## config.mk

```make
export PLATFORM = sky130hd
export DESIGN_NAME = bqeq_cell
export DESIGN_NICKNAME = d
export VERILOG_FILES = /design/src/rtl/bqeq_pkg.sv /design/src/rtl/bqeq_cell.sv
export SDC_FILE = /design/constraint.sdc
export NUM_CORES = 2
export LEC_CHECK = 0
export ABC_AREA = 1
export BUFFER_PORTS_ARGS = -buffer_cell sky130_fd_sc_hd__buf_2
export CAP_MARGIN = 20
export CORE_MARGIN = 3
export CORE_UTILIZATION = 55
export DETAILED_ROUTE_END_ITERATION = 12
export PLACE_DENSITY = 0.74
export SYNTH_ARGS = -nofsm -noshare
export SYNTH_HDL_FRONTEND = slang
export SYNTH_SLANG_ARGS = --single-unit
export TNS_END_PERCENT = 10
```

## constraint.sdc

```tcl
create_clock -name clk -period 8.4 [get_ports clk]
set_input_delay 1.26 -clock clk [delete_from_list [all_inputs] [get_ports clk]]
set_output_delay 1.26 -clock clk [all_outputs]
set_load 0.005 [all_outputs]
```

## src/rtl/bqeq_pkg.sv

```systemverilog
package bqeq_pkg;
  localparam int BANDS = 16;
  localparam int CHANNELS = 2;
  localparam int BAND_W = 4;
  localparam int CH_W = 1;
  localparam int SAMPLE_W = 24;
  localparam int SIG_W = 32;
  localparam int COEF_W = 32;
  localparam int DLY_W = 48;
  localparam int PROD_W = 64;
  localparam int WORDS_PER_BAND = 5;

  localparam logic CMD_FILTER = 1'b0;
  localparam logic CMD_COEFF  = 1'b1;

  localparam logic [2:0] CI_B0 = 3'd0;
  localparam logic [2:0] CI_B1 = 3'd1;
  localparam logic [2:0] CI_B2 = 3'd2;
  localparam logic [2:0] CI_A1 = 3'd3;
  localparam logic [2:0] CI_A2 = 3'd4;

  localparam logic signed [COEF_W-1:0] COEFF_ONE = 32'sh1000_0000;

  // Token travelling from one cell to the next
  typedef struct packed {
    logic                        valid;
    logic [CH_W-1:0]             ch;
    logic signed [SIG_W-1:0]     x;
    logic                        clip;
  } bq_tok_t;

  // Coefficient write broadcast to all cells
  typedef struct packed {
    logic                        en;
    logic [BAND_W-1:0]           band;
    logic [2:0]                  idx;
    logic signed [COEF_W-1:0]    value;
  } bq_cwr_t;

  // Q13.51 product rounded to Q17.31 (round half up)
  function automatic logic signed [DLY_W+1:0] rnd_prod(input logic signed [PROD_W-1:0] p);
    logic signed [PROD_W-1:0] t;
    begin
      t = (p + 64'sd524288) >>> 20;
      rnd_prod = t[DLY_W+1:0];
    end
  endfunction

  function automatic logic signed [DLY_W-1:0] sat_dly(input logic signed [DLY_W+1:0] v);
    logic signed [DLY_W+1:0] hi, lo;
    begin
      hi = {3'b000, {(DLY_W-1){1'b1}}};
      lo = {3'b111, {(DLY_W-1){1'b0}}};
      if (v > hi) sat_dly = hi[DLY_W-1:0];
      else if (v < lo) sat_dly = lo[DLY_W-1:0];
      else sat_dly = v[DLY_W-1:0];
    end
  endfunction
endpackage

```

## src/rtl/bqeq_cell.sv

```systemverilog
// One biquad section; a state sequence over a single multiplier
module bqeq_cell (
  input  logic                          clk,
  input  logic                          rst,
  input  logic [bqeq_pkg::BAND_W-1:0]   band_id,
  input  bqeq_pkg::bq_cwr_t             cwr,
  input  bqeq_pkg::bq_tok_t             tok_in,
  output bqeq_pkg::bq_tok_t             tok_out
);
  import bqeq_pkg::*;

  typedef enum logic [2:0] {S_IDLE, S_Y, S_D1, S_D2, S_D2B, S_OUT} st_t;

  logic signed [COEF_W-1:0] b0, b1, b2, a1, a2;
  logic signed [DLY_W-1:0]  d1 [CHANNELS];
  logic signed [DLY_W-1:0]  d2 [CHANNELS];
  st_t                      st;
  logic [CH_W-1:0]          ch;
  logic signed [SIG_W-1:0]  x, y;
  logic                     clip;
  logic signed [PROD_W-1:0] prod;
  logic signed [DLY_W+1:0]  pa;
  logic signed [SIG_W-1:0]  m_sig;
  logic signed [COEF_W-1:0] m_coef;
  logic signed [DLY_W+1:0]  acc;
  logic signed [DLY_W+1:0]  yr;
  logic signed [DLY_W+1:0]  yv;

  // Multiplier operand select; idle starts b0*x on the incoming word
  always_comb begin
    m_sig = x;
    m_coef = b0;
    case (st)
      S_IDLE: begin m_sig = tok_in.x; m_coef = b0; end
      S_Y:    begin m_sig = x; m_coef = b1; end
      S_D1:   begin m_sig = y; m_coef = a1; end
      S_D2:   begin m_sig = x; m_coef = b2; end
      S_D2B:  begin m_sig = y; m_coef = a2; end
      default: begin m_sig = x; m_coef = b0; end
    endcase
  end

  // Product register feeds accumulate next cycle
  assign pa = rnd_prod(prod);
  assign yr = (pa + $signed({{2{d1[ch][DLY_W-1]}}, d1[ch]}) + 50'sd128) >>> 8;

  // y saturate to 32 bits
  always_comb begin
    if (yr > 50'sh7FFF_FFFF) yv = 50'sh7FFF_FFFF;
    else if (yr < -50'sh8000_0000) yv = -50'sh8000_0000;
    else yv = yr;
  end

  always_ff @(posedge clk) begin
    if (rst) begin
      st <= S_IDLE;
      tok_out.valid <= 1'b0;
      b0 <= COEFF_ONE; b1 <= '0; b2 <= '0; a1 <= '0; a2 <= '0;
      for (int i = 0; i < CHANNELS; i++) begin
        d1[i] <= '0;
        d2[i] <= '0;
      end
    end else begin
      tok_out.valid <= 1'b0;
      prod <= m_sig * m_coef;
      if (cwr.en && cwr.band == band_id) begin
        case (cwr.idx)
          CI_B0: b0 <= cwr.value;
          CI_B1: b1 <= cwr.value;
          CI_B2: b2 <= cwr.value;
          CI_A1: a1 <= cwr.value;
          CI_A2: a2 <= cwr.value;
          default: ;
        endcase
      end
      case (st)
        S_IDLE: begin
          if (tok_in.valid) begin
            ch <= tok_in.ch; x <= tok_in.x; clip <= tok_in.clip;
            st <= S_Y;
          end
        end
        S_Y: begin
          // prod holds b0*x
          y <= yv[SIG_W-1:0];
          if (yv != yr) clip <= 1'b1;
          st <= S_D1;
        end
        S_D1: begin
          acc <= $signed({{2{d2[ch][DLY_W-1]}}, d2[ch]}) + pa;  // b1*x
          st <= S_D2;
        end
        S_D2: begin
          d1[ch] <= sat_dly(acc + pa);  // a1*y
          st <= S_D2B;
        end
        S_D2B: begin
          acc <= pa;  // b2*x
          st <= S_OUT;
        end
        S_OUT: begin
          d2[ch] <= sat_dly(acc + pa);  // a2*y
          st <= S_IDLE;
          tok_out.valid <= 1'b1;
          tok_out.ch <= ch;
          tok_out.x <= y;
          tok_out.clip <= clip;
        end
        default: st <= S_IDLE;
      endcase
    end
  end
endmodule

```

* After elaboration in Yosys (flattened, before gate mapping)
Memories as Yosys holds them, arrays and structs flattened. A register that Yosys moved wholly into a read port is not among the register bits.
Index checks and enable logic that the tools add are counted.
** Storage, ports and cells
- Bits in registers :: 378
- Latch bits :: 0
- RAM bits :: 192
- Bits in read-only memories :: 0
- Output and inout port bits :: 35
- Word-level logic and storage cells :: 93
- Memories kept :: 2
** Memories
- d1 :: words 2, width 48, read ports 1, clocked after Yosys merged registers in 1, wr ports 2, line bqeq_cell.sv:15 : logic signed [DLY_W-1:0] d1 [CHANNELS];
- d2 :: words 2, width 48, read ports 1, clocked after Yosys merged registers in 1, wr ports 2, line bqeq_cell.sv:16 : logic signed [DLY_W-1:0] d2 [CHANNELS];
** Cells by class
- Add/subtract/negate cells :: 5
- $mul :: 1
- Divide/modulo/power cells :: 0
- Order comparisons :: 4
- Eq/ne operators :: 13
- Shift operators :: 0
- Mux-type cells :: 33
- Bitwise operators :: 1
- Reductions and logical operators :: 18
** Operators by type and width (count)
- 48-bit two-way mux :: 8
- 32-bit one-hot mux with 4 select lines :: 1
- 50-bit two-way mux :: 2
- 50-bit one-hot mux with 2 select lines :: 1
- 48-bit OR reduction :: 2
- 64-bit by 21-bit adder with 64-bit output, second input constant :: 1
- 32-bit by 32-bit multiplier with 64-bit output :: 1
- 32-bit one-hot mux with 2 select lines :: 1
- 49-bit by 9-bit adder with 50-bit output, second input constant :: 1
- 50-bit by 44-bit adder with 50-bit output :: 1
- 50-bit by 48-bit greater-than comparator with 1-bit output, second input constant :: 1
- 50-bit by 48-bit less-than comparator with 1-bit output, second input constant :: 1
- 50-bit by 42-bit inequality test with 1-bit output :: 1
- 44-bit by 48-bit adder with 49-bit output :: 1
- 48-bit by 44-bit adder with 49-bit output :: 1
- 42-bit by 32-bit greater-than comparator with 1-bit output, second input constant :: 1
- 42-bit by 32-bit less-than comparator with 1-bit output, second input constant :: 1
- 35-bit two-way mux :: 1
- 1-bit two-way mux :: 16
- 2-bit AND reduction :: 8
- 3-bit one-hot mux with 5 select lines :: 1
- 3-bit by 2-bit equality test with 1-bit output, second input constant :: 4
- 3-bit equality test, second input constant :: 3
- 3-bit by 1-bit equality test with 1-bit output, second input constant :: 2
- other kinds (11) :: 14

* Logic depth before layout (Yosys ltp)
- Depth after elaboration :: 9
- Mapped depth :: 43

* Worst setup path after synthesis
Ideal clock, no wire load.
- Path type :: in2reg
- Start point :: input port tok_in[32] in the netlist's numbering
- End point :: register prod[63] (data pin)
- Setup time :: 0.252 ns
- Data arrival time :: 8.391 ns
- Data required time :: 8.148 ns
- Slack :: -0.244 ns
- Stages on the path :: 28
- Buffers on the path :: 1
- Cell sequence :: a22oi_1 > nand2_1 > clkinv_1 > clkbuf_1 > nor2_1 > fa_1 > inv_1 > fa_1 > inv_1 > fa_1 > fa_1 > inv_1 > fa_1 > inv_1 > fa_1 > inv_1 > fa_1 > fa_1 > inv_1 > ha_1 > a21oi_1 > o21ai_0 > a21oi_1 > nor2_1 > a211oi_1 > nand2_1 > nand2_1 > nand2_1
** On the way
- Cells in the longest elaborated chain, start to end :: 2
** RTL lines
- start, declared :: line bqeq_cell.sv:7 : input bqeq_pkg::bq_tok_t tok_in,
- 32-bit one-hot mux with 2 select lines :: line bqeq_cell.sv:33 : case (st)
- 32-bit by 32-bit multiplier with 64-bit output :: line bqeq_cell.sv:65 : prod <= m_sig * m_coef;
- end signal, assigned :: line bqeq_cell.sv:65
- end, declared :: line bqeq_cell.sv:21 : logic signed [PROD_W-1:0] prod;
No other way between the ends.
A chain may end at the register's enable or synchronous reset.

* Worst setup path in the final report
- Start point :: register st[1]
- End point :: register prod[60] (data pin)
** On the way
- Cells in the longest elaborated chain, start to end :: 4
- Elaborated cells on any way between the ends :: 9
- Classes of those cells :: mul (1); eq/ne (4); mux (2); reduce/logical (2)
** RTL lines
- start, declared :: line bqeq_cell.sv:17 : st_t st;
- start signal, assigned :: line bqeq_cell.sv:56 : st <= S_IDLE;
- start signal, assigned :: line bqeq_cell.sv:80 : st <= S_Y;
- start signal, assigned :: line bqeq_cell.sv:87 : st <= S_D1;
- 3-bit equality test / 3-bit by 2-bit equality test with 1-bit output (equally long branches) :: line bqeq_cell.sv:33
- 2-bit OR reduction (no line)
- 32-bit one-hot mux with 2 select lines :: line bqeq_cell.sv:33
- 32-bit by 32-bit multiplier with 64-bit output * :: line bqeq_cell.sv:65
Every way passes the cells marked *; elsewhere a longest branch is shown, timed or not.

==> impl_metrics.json <==
{
  "run_status": "completed",
  "core_area_um2": 124600,
  "maxCapViolations": 0,
  "cts_buffers": 66,
  "synthCells": 8407,
  "clock_skew_ns": 0.02422,
  "fin_crit_ns": 8.380,
  "wire_per_inst_um": 23.84,
  "synth_edf_count": 386,
  "grt_antenna_before_repair": 19,
  "ctsHoldBuffers": 0,
  "post_synth.cell_area_avg_um2": 8.272,
  "chipWidth_um": 361.6,
  "drt_iter0_drc": 7501,
  "critPathCaptureType": "flip-flop",
  "yosys_warnings": 0,
  "portBuffers": 115,
  "cts.sinks": 551,
  "hp-class": "reg2reg",
  "path_max_fanout": 6,
  "fin_crit_sh": 0.9977,
  "worstMarginPinSlew_ns": 1.222,
  "synth_top_area_frac": 0.3117,
  "via_count": 62727,
  "async_reset_ff_frac": 0,
  "grt_max_degree": 112,
  "hpwl_um": 206300,
  "start_kind": "flip-flop",
  "arrival_ns": 8.80,
  "rows": 129,
  "synth.largest_area_cell": "fa_1",
  "n_fill_cell": 10266,
  "dp_slack_ns": -0.6011,
  "use_met2": 0.5703,
  "grt_busiest_layer": "met2",
  "setup_tns_ns": 0,
  "syn-num-nets": 9944,
  "grt_pass1_wl_um": 375200,
  "grt_util_met1": 0.5354,
  "syn2layout_area_growth_pct": 19.59,
  "firstDrtPassIters": 6,
  "cp_common_cell": "fa_1",
  "dieArea_um2": 130800,
  "final_nets": 10655,
  "detail-route-antenna-nets": 0,
  "grt_use_met3": 0.09406,
  "drive_above_1_share": 0.1748,
  "rsz0062_at_grt": "true",
  "cp.required_ns": 8.82,
  "h-tree-depth": 3,
  "setup_ws_ns": 0.01957,
  "ys.flop_type": "edfxtp_1",
  "rrSetupSlack_ns": 0.02,
  "timing.slew.headroom": 0.1780,
  "grt_usage": 0.3833,
  "grt_pass1_vias": 61908,
  "crit_type": "reg2reg",
  "die_h_um": 361.6,
  "initial_utilization": 0.5581,
  "synth.most_common_cell": "nand2_1",
  "io_pins": 116,
  "cp_slowest_cell": "fa_2",
  "synthTopCellsByArea": "fa_1, edfxtp_1, nand2_1",
  "wl_um": 257800,
  "synth_seq_area_share": 0.2142,
  "clk_latency_ns": 0.68,
  "synth-seq-cells": 551,
  "cts.path.max_buffers": 3,
  "synth_cell_types": 63,
  "cts_tree": "done",
  "syn-cell-area_um2": 69550,
  "cts-root-buf": "clkbuf_16",
  "vias_per_cell": 5.799,
  "finalWeightedCongestion": 1.052,
  "drc": 0,
  "synth_common_cells": "nand2_1, inv_1, nor2_1",
  "clk_pin_slew_ns": 0.06,
  "grt-ovfl-total": 0,
  "setup_viol": 0,
  "timing.fmax_mhz": 119.3,
  "drv_slew": 0,
  "final_hold_viol_count": 0,
  "slowest_delay_ns": 0.60
}
[critical path: cells and delay by family (launching register included)]
family          cells  cell delay (ns)
flops               1             0.41
compound gates      6             1.00
simple gates        7             0.60
buf+inv            13             1.66
fa+ha+maj           9             4.42
[through the flow]
| stage | area [um^2] | utilization | hold slack (ns) | instances |
|---|---|---|---|---|
| after floorplan | 69560 | - | 0.4003 | 8407 |
| after global placement | 77830 | 0.6246 | 0.4040 | 10597 |
| after detailed placement | 77830 | 0.6246 | 0.4081 | 10597 |
| after CTS | 80650 | 0.6473 | 0.4283 | 10733 |
| after global routing | 83160 | 0.6674 | 0.4267 | 10810 |
| final | 83170 | 0.6675 | 0.4307 | 10816 |
[path summary, 6_finish.rpt]
check                                   to  start  cells past startpoint
worst max register to register    prod[60]  st[1]                     35
worst min-delay path            tok_out[0]   clip                      0
worst min register to register  tok_out[0]   clip                      0
worst max-delay path              prod[60]  st[1]                     35
[sequential cells by signal, indices dropped and copies added, names as in the netlist, 3 cells and up, named ones only]
| register | flops |
|---|---|
| y | 32 |
| d2 | 96 |
| acc | 49 |
| prod | 45 |
| b0 | 32 |
| b1 | 32 |
| d1 | 96 |
| b2 | 32 |
| a2 | 32 |
| a1 | 32 |
| x | 32 |
| tok_out | 35 |
| st | 3 |
[layer usage]
metal | routed length (um) | vias up
met5 | 65 | -
met4 | 14740 | 12
met3 | 33910 | 734
met2 | 109700 | 3792
met1 | 99440 | 30633
li1 | - | 27556
[placed cells by master (no fill, tap or decap), drive strengths merged, types with 128 or more instances in the layout]
cell type     n
o21ai       398
ha          373
a21oi       518
nor2       1173
dfxtp       165
buf         937
edfxtp      386
nand2      1738
xor2        128
fa         1083
nand3       139
inv        1529
[logic make-up after synthesis]
| logic type | count (synthesis) | share of synthesized area |
|---|---|---|
| flip-flops | 551 | 0.2142 |
| AND/OR/NAND/NOR | 3220 | 0.1866 |
| adder cells (fa/ha/maj) | 1456 | 0.3789 |
| buffers and inverters | 1850 | 0.1020 |
| AO/OA/AOI/OAI | 1156 | 0.09600 |
| XOR/XNOR | 173 | 0.02227 |
| multiplexers | 1 | 0.0001439 |
[timing repair]
action                                  in CTS  in global routing
endpoints found under the setup margin      42                 42
buffers inserted                            19                 61
resized for setup                           94                433
gates cloned                                 1                 12
endpoints found under the hold margin        0                  0
pin swaps                                   18                143
[area by class of cell]
class / instances / area (um^2) / share of cell area
clock inverters: 34 / 506.7 / 0.006093
repair inverters: 1 / 7.507 / 0.00009026
inverters: 1543 / 5858 / 0.07043
well taps: 1637 / 2048 / 0.02463
flip-flops and latches: 551 / 14910 / 0.1792
diodes: 13 / 32.53 / 0.0003911
multi-input cells: 6006 / 49310 / 0.5928
clock buffers: 82 / 1847 / 0.02220
repair buffers: 949 / 8658 / 0.1041
Power is left out: the tool's default activity adds up to more than one toggle a clock period on the data nets, which glitch-free logic cannot reach.
